File: src/hw/rtl/csnm_pkg.sv
// Shared types and constants of the cosine-similarity nearest-match block.
package csnm_pkg;

  localparam int SLOT_W  = 6;
  localparam int ELEM_W  = 16;
  localparam int SCORE_W = 16;
  localparam int STAT_W  = 3;
  localparam int KIND_W  = 2;

  // Input item kinds.
  localparam logic [KIND_W-1:0] KIND_ADD   = 2'd0;
  localparam logic [KIND_W-1:0] KIND_DEL   = 2'd1;
  localparam logic [KIND_W-1:0] KIND_QUERY = 2'd2;

  // Result status codes.
  localparam logic [STAT_W-1:0] STAT_STORED   = 3'd0;
  localparam logic [STAT_W-1:0] STAT_REMOVED  = 3'd1;
  localparam logic [STAT_W-1:0] STAT_IGNORED  = 3'd2;
  localparam logic [STAT_W-1:0] STAT_MATCH    = 3'd3;
  localparam logic [STAT_W-1:0] STAT_NO_MATCH = 3'd4;

  localparam logic [SCORE_W-1:0] THRESHOLD_RESET = 16'd49152;
  localparam logic [SCORE_W-1:0] SCORE_HALF      = 16'd32768;
  localparam logic [SCORE_W-1:0] SCORE_MAX       = 16'hFFFF;
  localparam logic [SCORE_W:0]   SCORE_NEG_BASE  = 17'd32767;

  // Quotient bits needed for dot^2 * 2^30 / (n1 * n2), which never exceeds 2^30.
  localparam int QUOT_W  = 31;
  localparam int RATIO_SHIFT = 30;
  localparam int ROOT_W  = 16;

  typedef enum logic [2:0] {
    ST_IDLE, ST_FILL, ST_QNORM, ST_SEEK, ST_SCORE, ST_RATIO, ST_REPORT
  } csnm_state_t;

  typedef enum logic [2:0] {
    RS_IDLE, RS_SQUARE, RS_NORMS, RS_DIVIDE, RS_ROOT, RS_DONE
  } ratio_state_t;

  typedef enum logic [1:0] {ACC_DOT, ACC_N1, ACC_N2} acc_sel_t;

endpackage

File: src/hw/rtl/csnm_ratio.sv
// Exact score from dot product and norms: serial multiply, restoring divide, integer root.
module csnm_ratio import csnm_pkg::*; #(
  parameter int NW = 38
) (
  input  logic                clk,
  input  logic                rst_n,
  input  logic                start,
  input  logic signed [NW:0]  dot,
  input  logic [NW-1:0]       n1,
  input  logic [NW-1:0]       n2,
  output logic                done,
  output logic [SCORE_W-1:0]  score
);

  localparam int PW = 2 * NW;
  localparam int XW = PW + RATIO_SHIFT;
  localparam int CW = $clog2(NW + QUOT_W + 1);

  ratio_state_t         st_r, st_nxt;
  logic                 neg_r, neg_nxt;
  logic [PW-1:0]        mcand_r, mcand_nxt;
  logic [NW-1:0]        mplier_r, mplier_nxt;
  logic [PW-1:0]        acc_r, acc_nxt;
  logic [PW-1:0]        num_r, num_nxt;
  logic [XW-1:0]        rem_r, rem_nxt;
  logic [XW-1:0]        dvs_r, dvs_nxt;
  logic [QUOT_W-1:0]    q_r, q_nxt;
  logic [31:0]          sqv_r, sqv_nxt;
  logic [17:0]          srem_r, srem_nxt;
  logic [ROOT_W-1:0]    root_r, root_nxt;
  logic [CW-1:0]        cnt_r, cnt_nxt;
  logic [SCORE_W-1:0]   score_r, score_nxt;

  logic [NW-1:0]        mag;
  logic [PW-1:0]        acc_add;
  logic                 div_ge;
  logic [XW-1:0]        rem_step;
  logic [QUOT_W-1:0]    q_step;
  logic [19:0]          rt_t;
  logic [19:0]          rt_trial;
  logic                 rt_ge;
  logic [ROOT_W-1:0]    root_step;

  assign mag       = dot[NW] ? NW'(-dot) : NW'(dot);
  assign acc_add   = acc_r + (mplier_r[0] ? mcand_r : '0);
  assign div_ge    = rem_r >= dvs_r;
  assign rem_step  = div_ge ? rem_r - dvs_r : rem_r;
  assign q_step    = {q_r[QUOT_W-2:0], div_ge};
  assign rt_t      = {srem_r, sqv_r[31:30]};
  assign rt_trial  = 20'({root_r, 2'b01});
  assign rt_ge     = rt_t >= rt_trial;
  assign root_step = {root_r[ROOT_W-2:0], rt_ge};

  // Sequencer: square the dot, multiply the norms, divide, then take the root; a zero norm skips to a zero score.
  always_comb begin
    st_nxt     = st_r;
    neg_nxt    = neg_r;
    mcand_nxt  = mcand_r;
    mplier_nxt = mplier_r;
    acc_nxt    = acc_r;
    num_nxt    = num_r;
    rem_nxt    = rem_r;
    dvs_nxt    = dvs_r;
    q_nxt      = q_r;
    sqv_nxt    = sqv_r;
    srem_nxt   = srem_r;
    root_nxt   = root_r;
    cnt_nxt    = cnt_r;
    score_nxt  = score_r;
    unique case (st_r)
      RS_IDLE: begin
        if (start) begin
          neg_nxt    = dot[NW];
          mcand_nxt  = PW'(mag);
          mplier_nxt = mag;
          acc_nxt    = '0;
          cnt_nxt    = CW'(NW);
          if (n1 == '0 || n2 == '0) begin
            score_nxt = '0;
            st_nxt    = RS_DONE;
          end else begin
            st_nxt = RS_SQUARE;
          end
        end
      end
      RS_SQUARE: begin
        acc_nxt    = acc_add;
        mcand_nxt  = mcand_r << 1;
        mplier_nxt = mplier_r >> 1;
        cnt_nxt    = cnt_r - 1'b1;
        if (cnt_r == CW'(1)) begin
          num_nxt    = acc_add;
          mcand_nxt  = PW'(n1);
          mplier_nxt = n2;
          acc_nxt    = '0;
          cnt_nxt    = CW'(NW);
          st_nxt     = RS_NORMS;
        end
      end
      RS_NORMS: begin
        acc_nxt    = acc_add;
        mcand_nxt  = mcand_r << 1;
        mplier_nxt = mplier_r >> 1;
        cnt_nxt    = cnt_r - 1'b1;
        if (cnt_r == CW'(1)) begin
          rem_nxt = {num_r, RATIO_SHIFT'(0)};
          dvs_nxt = {acc_add, RATIO_SHIFT'(0)};
          q_nxt   = '0;
          cnt_nxt = CW'(QUOT_W);
          st_nxt  = RS_DIVIDE;
        end
      end
      RS_DIVIDE: begin
        rem_nxt = rem_step;
        q_nxt   = q_step;
        dvs_nxt = dvs_r >> 1;
        cnt_nxt = cnt_r - 1'b1;
        if (cnt_r == CW'(1)) begin
          // A negative cosine needs the ceiling root, taken as floor root of q (of q-1 when exact) plus one.
          if (neg_r) begin
            sqv_nxt = {1'b0, q_step - QUOT_W'(rem_step == '0)};
          end else begin
            sqv_nxt = {1'b0, q_step};
          end
          srem_nxt = '0;
          root_nxt = '0;
          cnt_nxt  = CW'(ROOT_W);
          st_nxt   = RS_ROOT;
        end
      end
      RS_ROOT: begin
        srem_nxt = rt_ge ? 18'(rt_t - rt_trial) : 18'(rt_t);
        root_nxt = root_step;
        sqv_nxt  = sqv_r << 2;
        cnt_nxt  = cnt_r - 1'b1;
        if (cnt_r == CW'(1)) begin
          if (neg_r) begin
            score_nxt = SCORE_W'(SCORE_NEG_BASE - {1'b0, root_step});
          end else if (root_step[ROOT_W-1]) begin
            score_nxt = SCORE_MAX;
          end else begin
            score_nxt = {1'b1, root_step[ROOT_W-2:0]};
          end
          st_nxt = RS_DONE;
        end
      end
      RS_DONE: begin
        st_nxt = RS_IDLE;
      end
      default: begin
        st_nxt = RS_IDLE;
      end
    endcase
  end

  always_ff @(posedge clk) begin
    if (!rst_n) begin
      st_r <= RS_IDLE;
    end else begin
      st_r <= st_nxt;
    end
  end

  always_ff @(posedge clk) begin
    neg_r    <= neg_nxt;
    mcand_r  <= mcand_nxt;
    mplier_r <= mplier_nxt;
    acc_r    <= acc_nxt;
    num_r    <= num_nxt;
    rem_r    <= rem_nxt;
    dvs_r    <= dvs_nxt;
    q_r      <= q_nxt;
    sqv_r    <= sqv_nxt;
    srem_r   <= srem_nxt;
    root_r   <= root_nxt;
    cnt_r    <= cnt_nxt;
    score_r  <= score_nxt;
  end

  assign done  = (st_r == RS_DONE);
  assign score = score_r;

endmodule

File: config.mk
export PLATFORM = sky130hd
export DESIGN_NAME = csnm_ratio
export DESIGN_NICKNAME = d
export VERILOG_FILES = /design/src/hw/rtl/csnm_pkg.sv /design/src/hw/rtl/csnm_ratio.sv
export SDC_FILE = /design/constraint.sdc
export NUM_CORES = 2
export LEC_CHECK = 0
export BUFFER_PORTS_ARGS = -buffer_cell sky130_fd_sc_hd__clkbuf_2
export CORE_UTILIZATION = 56
export CTS_CLUSTER_SIZE = 28
export DETAILED_ROUTE_END_ITERATION = 10
export GPL_TIMING_DRIVEN = 0
export PLACE_DENSITY = 0.73
export RECOVER_POWER = 50
export SYNTH_ARGS = -nofsm -noshare
export SYNTH_HDL_FRONTEND = slang
export SYNTH_SLANG_ARGS = --single-unit
File: constraint.sdc
create_clock -name clk -period 21.2 [get_ports clk]
set_input_delay 0 -clock clk [delete_from_list [all_inputs] [get_ports clk]]
set_output_delay 0 -clock clk [all_outputs]
set_load 0.05 [all_outputs]
# ---- After elaboration in Yosys (flattened, before gate mapping)
# Cells that the tools add are included.
dict set report op_classes {
  n_eq_ne 12
  n_lt_le_gt_ge 2
  n_reduce_logical 18
  muxes 44
  add_sub_neg 7
}
# cell count
set ops {}
lappend ops {{one-hot mux 76 bit (3 select lines)} 2}
lappend ops {{one-hot mux 106 bit (2 select lines)} 2}
lappend ops {{two-way mux 76 bit} 5}
lappend ops {{two-way mux 106 bit} 3}
lappend ops {{two-way mux 38 bit} 3}
lappend ops {{one-hot mux 38 bit (3 select lines)} 1}
lappend ops {{greater-or-equal comparator 106 bit} 1}
lappend ops {{logical NOT 106 bit} 1}
lappend ops {{subtractor 106 bit} 1}
lappend ops {{two-way mux 16 bit} 5}
lappend ops {{adder 76 bit} 1}
lappend ops {{logical NOT 38 bit} 2}
lappend ops {{one-hot mux 16 bit (2 select lines)} 2}
lappend ops {{one-hot mux 32 bit (2 select lines)} 1}
lappend ops {{one-hot mux 30 bit (2 select lines)} 1}
lappend ops {{negator 38 bit} 1}
lappend ops {{two-way mux 18 bit} 2}
lappend ops {{one-hot mux 18 bit (2 select lines)} 1}
lappend ops {{one-hot mux 7 bit (5 select lines)} 1}
lappend ops {{two-way mux 32 bit} 1}
lappend ops {{two-way mux 31 bit} 1}
lappend ops {{subtractor 31 x 1 -> 31 bit} 1}
lappend ops {{two-way mux 30 bit} 1}
lappend ops {{two-way mux 7 bit} 4}
lappend ops {{other kinds (20)} 39}
dict set report word_totals {
  wordCells 97
  regBits 601
  out_inout_bits 17
  input_bits 118
}

# ---- Logic depth before layout (Yosys ltp)
dict set report depth {
  word_depth 7
  ltp_mapped 33
  mapped_depth_nobuf 30
}

# ---- Worst setup path after synthesis
# No wires, ideal clock.
dict set report synth_timing {
  kind {flip-flop to flip-flop}
  from {register st_r[1]}
  to {register acc_r[0] (enable)}
  setup_time_ns 1.021
  arrival_ns 14.594
  period_less_slack_ns 15.615
  slack_ns 5.585
  stages_incl_launch_ff 4
  path_buffers 1
  required_time_ns 20.179
  path_cell_list {dfxtp_1 clkbuf_1 nor3_1 a211oi_1}
}
dict set report synth_between {
  elab_chain_len 3
  word_cells_on_any_way 6
  cone_classes {eq/ne: 3; reduce/logical: 3}
}
# element line_no
set synth_lines {}
lappend synth_lines {{start, declared} csnm_ratio.sv:19} ;# ratio_state_t st_r, st_nxt;
lappend synth_lines {{start signal, assigned} csnm_ratio.sv:160} ;# st_r <= st_nxt;
lappend synth_lines {{equality test 3 x 2 -> 1 bit, or another cell as far along} csnm_ratio.sv:70} ;# unique case (st_r)
lappend synth_lines {{nonzero test 3 bit (no source line) / inequality test 2 bit (equally long branches)} --}
lappend synth_lines {{AND reduction 2 bit (no source line) *} --}
lappend synth_lines {{end signal, assigned} csnm_ratio.sv:168} ;# acc_r <= acc_nxt;
lappend synth_lines {{end, declared} csnm_ratio.sv:23} ;# logic [PW-1:0] acc_r, acc_nxt;
# Every way passes the cells marked *; elsewhere a longest branch is shown, timed or not.
# A chain may end at the register's enable or synchronous reset.

# ---- Final worst setup path
dict set report layout_timing {
  from {register rem_r[46]}
  to {register sqv_r[30], data pin}
}
dict set report layout_between {
  elab_chain_len 7
  word_cells_on_any_way 8
  cone_classes {add/sub: 2; order compare: 1; mux: 4; reduce/logical: 1}
}
# element line_no
set layout_lines {}
lappend layout_lines {{start, declared} csnm_ratio.sv:25} ;# logic [XW-1:0] rem_r, rem_nxt;
lappend layout_lines {{start signal, assigned} csnm_ratio.sv:170} ;# rem_r <= rem_nxt;
lappend layout_lines {{subtractor 106 bit / greater-or-equal comparator 106 bit (equally long branches)} {csnm_ratio.sv:47, csnm_ratio.sv:46}}
lappend layout_lines {{two-way mux 106 bit} csnm_ratio.sv:47} ;# assign rem_step = div_ge ? rem_r - dvs_r : rem_r;
lappend layout_lines {{logical NOT 106 bit} csnm_ratio.sv:121} ;# sqv_nxt = {1'b0, q_step - QUOT_W'(rem_step == '0)};
lappend layout_lines {{subtractor 31 x 1 -> 31 bit *} csnm_ratio.sv:121}
lappend layout_lines {{two-way mux 31 bit *} csnm_ratio.sv:120} ;# if (neg_r) begin
lappend layout_lines {{two-way mux 32 bit *} csnm_ratio.sv:118} ;# if (cnt_r == CW'(1)) begin
lappend layout_lines {{one-hot mux 32 bit (2 select lines) *} csnm_ratio.sv:70}
lappend layout_lines {{via sqv_nxt[30]} csnm_ratio.sv:28} ;# logic [31:0] sqv_r, sqv_nxt;
lappend layout_lines {{end signal, assigned} csnm_ratio.sv:173} ;# sqv_r <= sqv_nxt;
lappend layout_lines {{end, declared} csnm_ratio.sv:28}
# The timed path passes the listed nets; every way through them passes the cells marked *. The select of a mux whose other input is x is not followed.

==> run summary <==
Clock sink total: 601
Max H-tree Level: 3
Clock buffer count from CTS: 68
Maximum clock frequency: 105 MHz
Last weighted congestion value of the routability-driven placer: 1.05
Clock Root Buffer: clkbuf_16
Total die area: 70700 sq um
Maximum net fanout on the critical path: 10
Source of the worst register-to-register timing path: rem_r[46]$_DFFE_PP_
Critical Path RT: 21540 ps
Synthesized cell area: 39000 sq um
Reg2Reg Setup Slack: 11670 ps
Final routed DRC violation total: 0
Pleak: 0.0177 uW
Peak supply drop: 0.0984 mV
Crit path arrival time: 9870 ps
Endpoints failing setup: 0
Count of fill cells added during filler insertion: 5631
Failing checks: max-capacitance violations, max-slew violations
Gate count of the mapped netlist: 4108
Relative slew slack: -1.41
Yosys top cell area share: 0.460
Leading cell type by number of instances after synthesis: edfxtp_1
Average footprint of a synthesized cell: 9.50 sq um
Largest cells by area after synthesis: edfxtp_1 46%, ha_1 6.5%, nand2_1 4.6%
Power, Total: 3090 uW
Post-synth EDFFs: 598
Hold Crit Start: rst_n
Initial cell density of the core: 0.568
Gr ovfl total: 0
Pin count of the biggest net entering global routing: 67
Library cell occupying the most area in the post-synthesis netlist: edfxtp_1
Post-synth ARST share: 0
CTS tree: done
Post-Syn Nets: 4432
Routed via count: 33700
YS warnings: 0
Share of the yosys chip area belonging to registers: 0.462
Prevailing post-synth register cell: edfxtp_1
Insertion delay to the later sink of the worst-skew pair: 630 ps
Iteration-0 DRC count of the detailed router: 3555
First-pass GRT wire length: 189000 um
Number of inserted diodes: 0
Critical setup path kind: reg2reg
Average wire per standard cell: 22.8 um
Pre-Repair DR Iteration Count: 6
Count of port buffers added during placement: 134
Kind of start point of the critical path: flip-flop
Class of the worst hold path: in2reg
Vias per Instance: 6.17
Worst setup EP type: flip-flop
Clock edge transition at the registers on the reported setup and hold paths: 60 ps
Site row count: 96
Synthesis-to-finish area growth: 14.4%
Layout cells sized above 1: 0.0658
Placed wire-length estimate: 93200 um
Worst path slowest cell: o41ai_1
Chip Height: 266 um
Yosys reg bits: 601
Least setup slack across all paths after layout: 11670 ps
Antenna violations before repair: 0
Post-route antenna net violation count: 0
Global-route usage over all layers: 0.349
Status: finished with violations
Period utilisation layout: 0.450
Placeable Area: 68700 sq um
Total wire length: 124000 um
Number of max-slew violations in the final report: 363
Pre-CTS setup slack: 12120 ps
Post-CTS setup buffers: 0
Transition time at the pin with the least slew margin: 3620 ps
Power density cells: 69.4 nW/um^2
Beginning of the critical path: rem_r[46]$_DFFE_PP_
Die outline width: 266 um
Setup repair after global routing missed its margin: no
Max-cap violation count: 8
Via count of the first global-routing pass: 31700
Final-report hold violation count: 0
Top Ports: 135
Top post-synthesis cells by count: 598 x edfxtp_1, 473 x nand2_1, 395 x nor2_1
Nets@finish: 4808
Max incr delay on CP: 1000 ps
Post-layout minimum cycle time: 9530 ps
Buffer levels on the longest clock path: 3
Clock skew after layout: 28.0 ps
Count of cell types in the netlist: 91
## flip-flops by register name (all words and copies together), names as in the netlist, 18 cells and up
name,cells
mcand_r,76
q_r,30
rem_r,106
sqv_r,32
acc_r,76
mplier_r,38
num_r,76
srem_r,18
dvs_r,106
## metal layers
metal | GRT usage | share of wire | vias to the layer above
li1 | - | - | 15800
met1 | 0.496 | 0.44 | 16000
met2 | 0.530 | 0.44 | 1608
met3 | 0.0588 | 0.088 | 257
met4 | 0.137 | 0.041 | 0
met5 | 0 | 0 | -
## worst paths after layout
kind,cells past startpoint,endpoint
hold reg to reg,2,rem_r[49]$_DFFE_PP_
hold / removal,3,st_r[0]$_SDFFE_PN0P_
setup reg to reg,29,sqv_r[30]$_DFFE_PP_
setup / recovery,29,sqv_r[30]$_DFFE_PP_
## cells in the final DEF (no fill, tap or decap), types with 19 or more instances in the layout
| cell | n |
|---|---|
| nand4_1 | 73 |
| nor3_1 | 75 |
| nor2b_1 | 33 |
| o21a_1 | 44 |
| nand3_1 | 47 |
| xor2_1 | 120 |
| dlygate4sd3_1 | 155 |
| nor4_1 | 45 |
| xnor2_1 | 127 |
| o31ai_1 | 31 |
| nand2b_1 | 25 |
| buf_2 | 40 |
| clkbuf_2 | 116 |
| a31oi_1 | 51 |
| inv_1 | 238 |
| a221o_1 | 76 |
| a21o_1 | 113 |
| o21ai_1 | 19 |
| a21oi_1 | 292 |
| and3_1 | 44 |
| nor2_1 | 395 |
| nand2_1 | 473 |
| clkbuf_16 | 68 |
| mux2i_1 | 39 |
| a211oi_1 | 36 |
| ha_1 | 204 |
| o21ai_0 | 284 |
| o21bai_1 | 27 |
| edfxtp_1 | 598 |
| clkbuf_1 | 210 |
| and2_1 | 146 |
## repair_timing
action,CTS,global route
resized for setup,0,0
hold endpoints to repair,81,0
hold buffers,155,0
## stage by stage
step           hold WS [ps]  instances   util  setup TNS (ps)  area (sq um)
2_1_floorplan          98.9       4108      -               0         39000
3_3_place_gp            265       5173  0.595         -143450         40800
3_5_place_dp            269       5190  0.601               0         41300
4_1_cts                 157       5460  0.654               0         45000
5_1_grt                 245       5460  0.649               0         44600
6_report                226       5460  0.649               0         44600
## worst max-delay path, delay by kind of cell, from the launching register on
family	cells	cell delay (ps)
simple gates	16	4610
xor+xnor	1	150
flops	1	530
buf+inv	5	1120
compound gates	4	2020
fa+ha+maj	3	790
## layout make-up
| type | instances | area [sq um] | area share |
|---|---|---|---|
| Clock inverter | 34 | 400 | 0.00897 |
| Timing Repair Buffer | 306 | 2290 | 0.0513 |
| Sequential cell | 601 | 18000 | 0.404 |
| Tap cell | 931 | 1160 | 0.0261 |
| Buffer | 214 | 868 | 0.0195 |
| Clock buffer | 81 | 1750 | 0.0392 |
| Inverter | 239 | 897 | 0.0201 |
| Multi-Input combinational cell | 3054 | 19200 | 0.431 |
## cell families (layout without fill, tap and decap cells)
group / after synthesis / after routing / synth area share
simple gates: 1443 / 1443 / 0.175
compound gates: 1114 / 1114 / 0.185
flops: 601 / 601 / 0.462
buf+inv: 453 / 874 / 0.0453
xor+xnor: 247 / 247 / 0.0555
fa+ha+maj: 206 / 206 / 0.0665
mux: 44 / 44 / 0.0114
## report_power, final
group	internal [uW]	switching [uW]	leakage, uW	total [uW]
Sequential	1400	24.5	0.00562	1420
Clock	677	506	0.00104	1180
Combinational	195	296	0.0110	491
Total	2270	827	0.0177	3090
No activity file was read; power rests on OpenSTA's default activity.
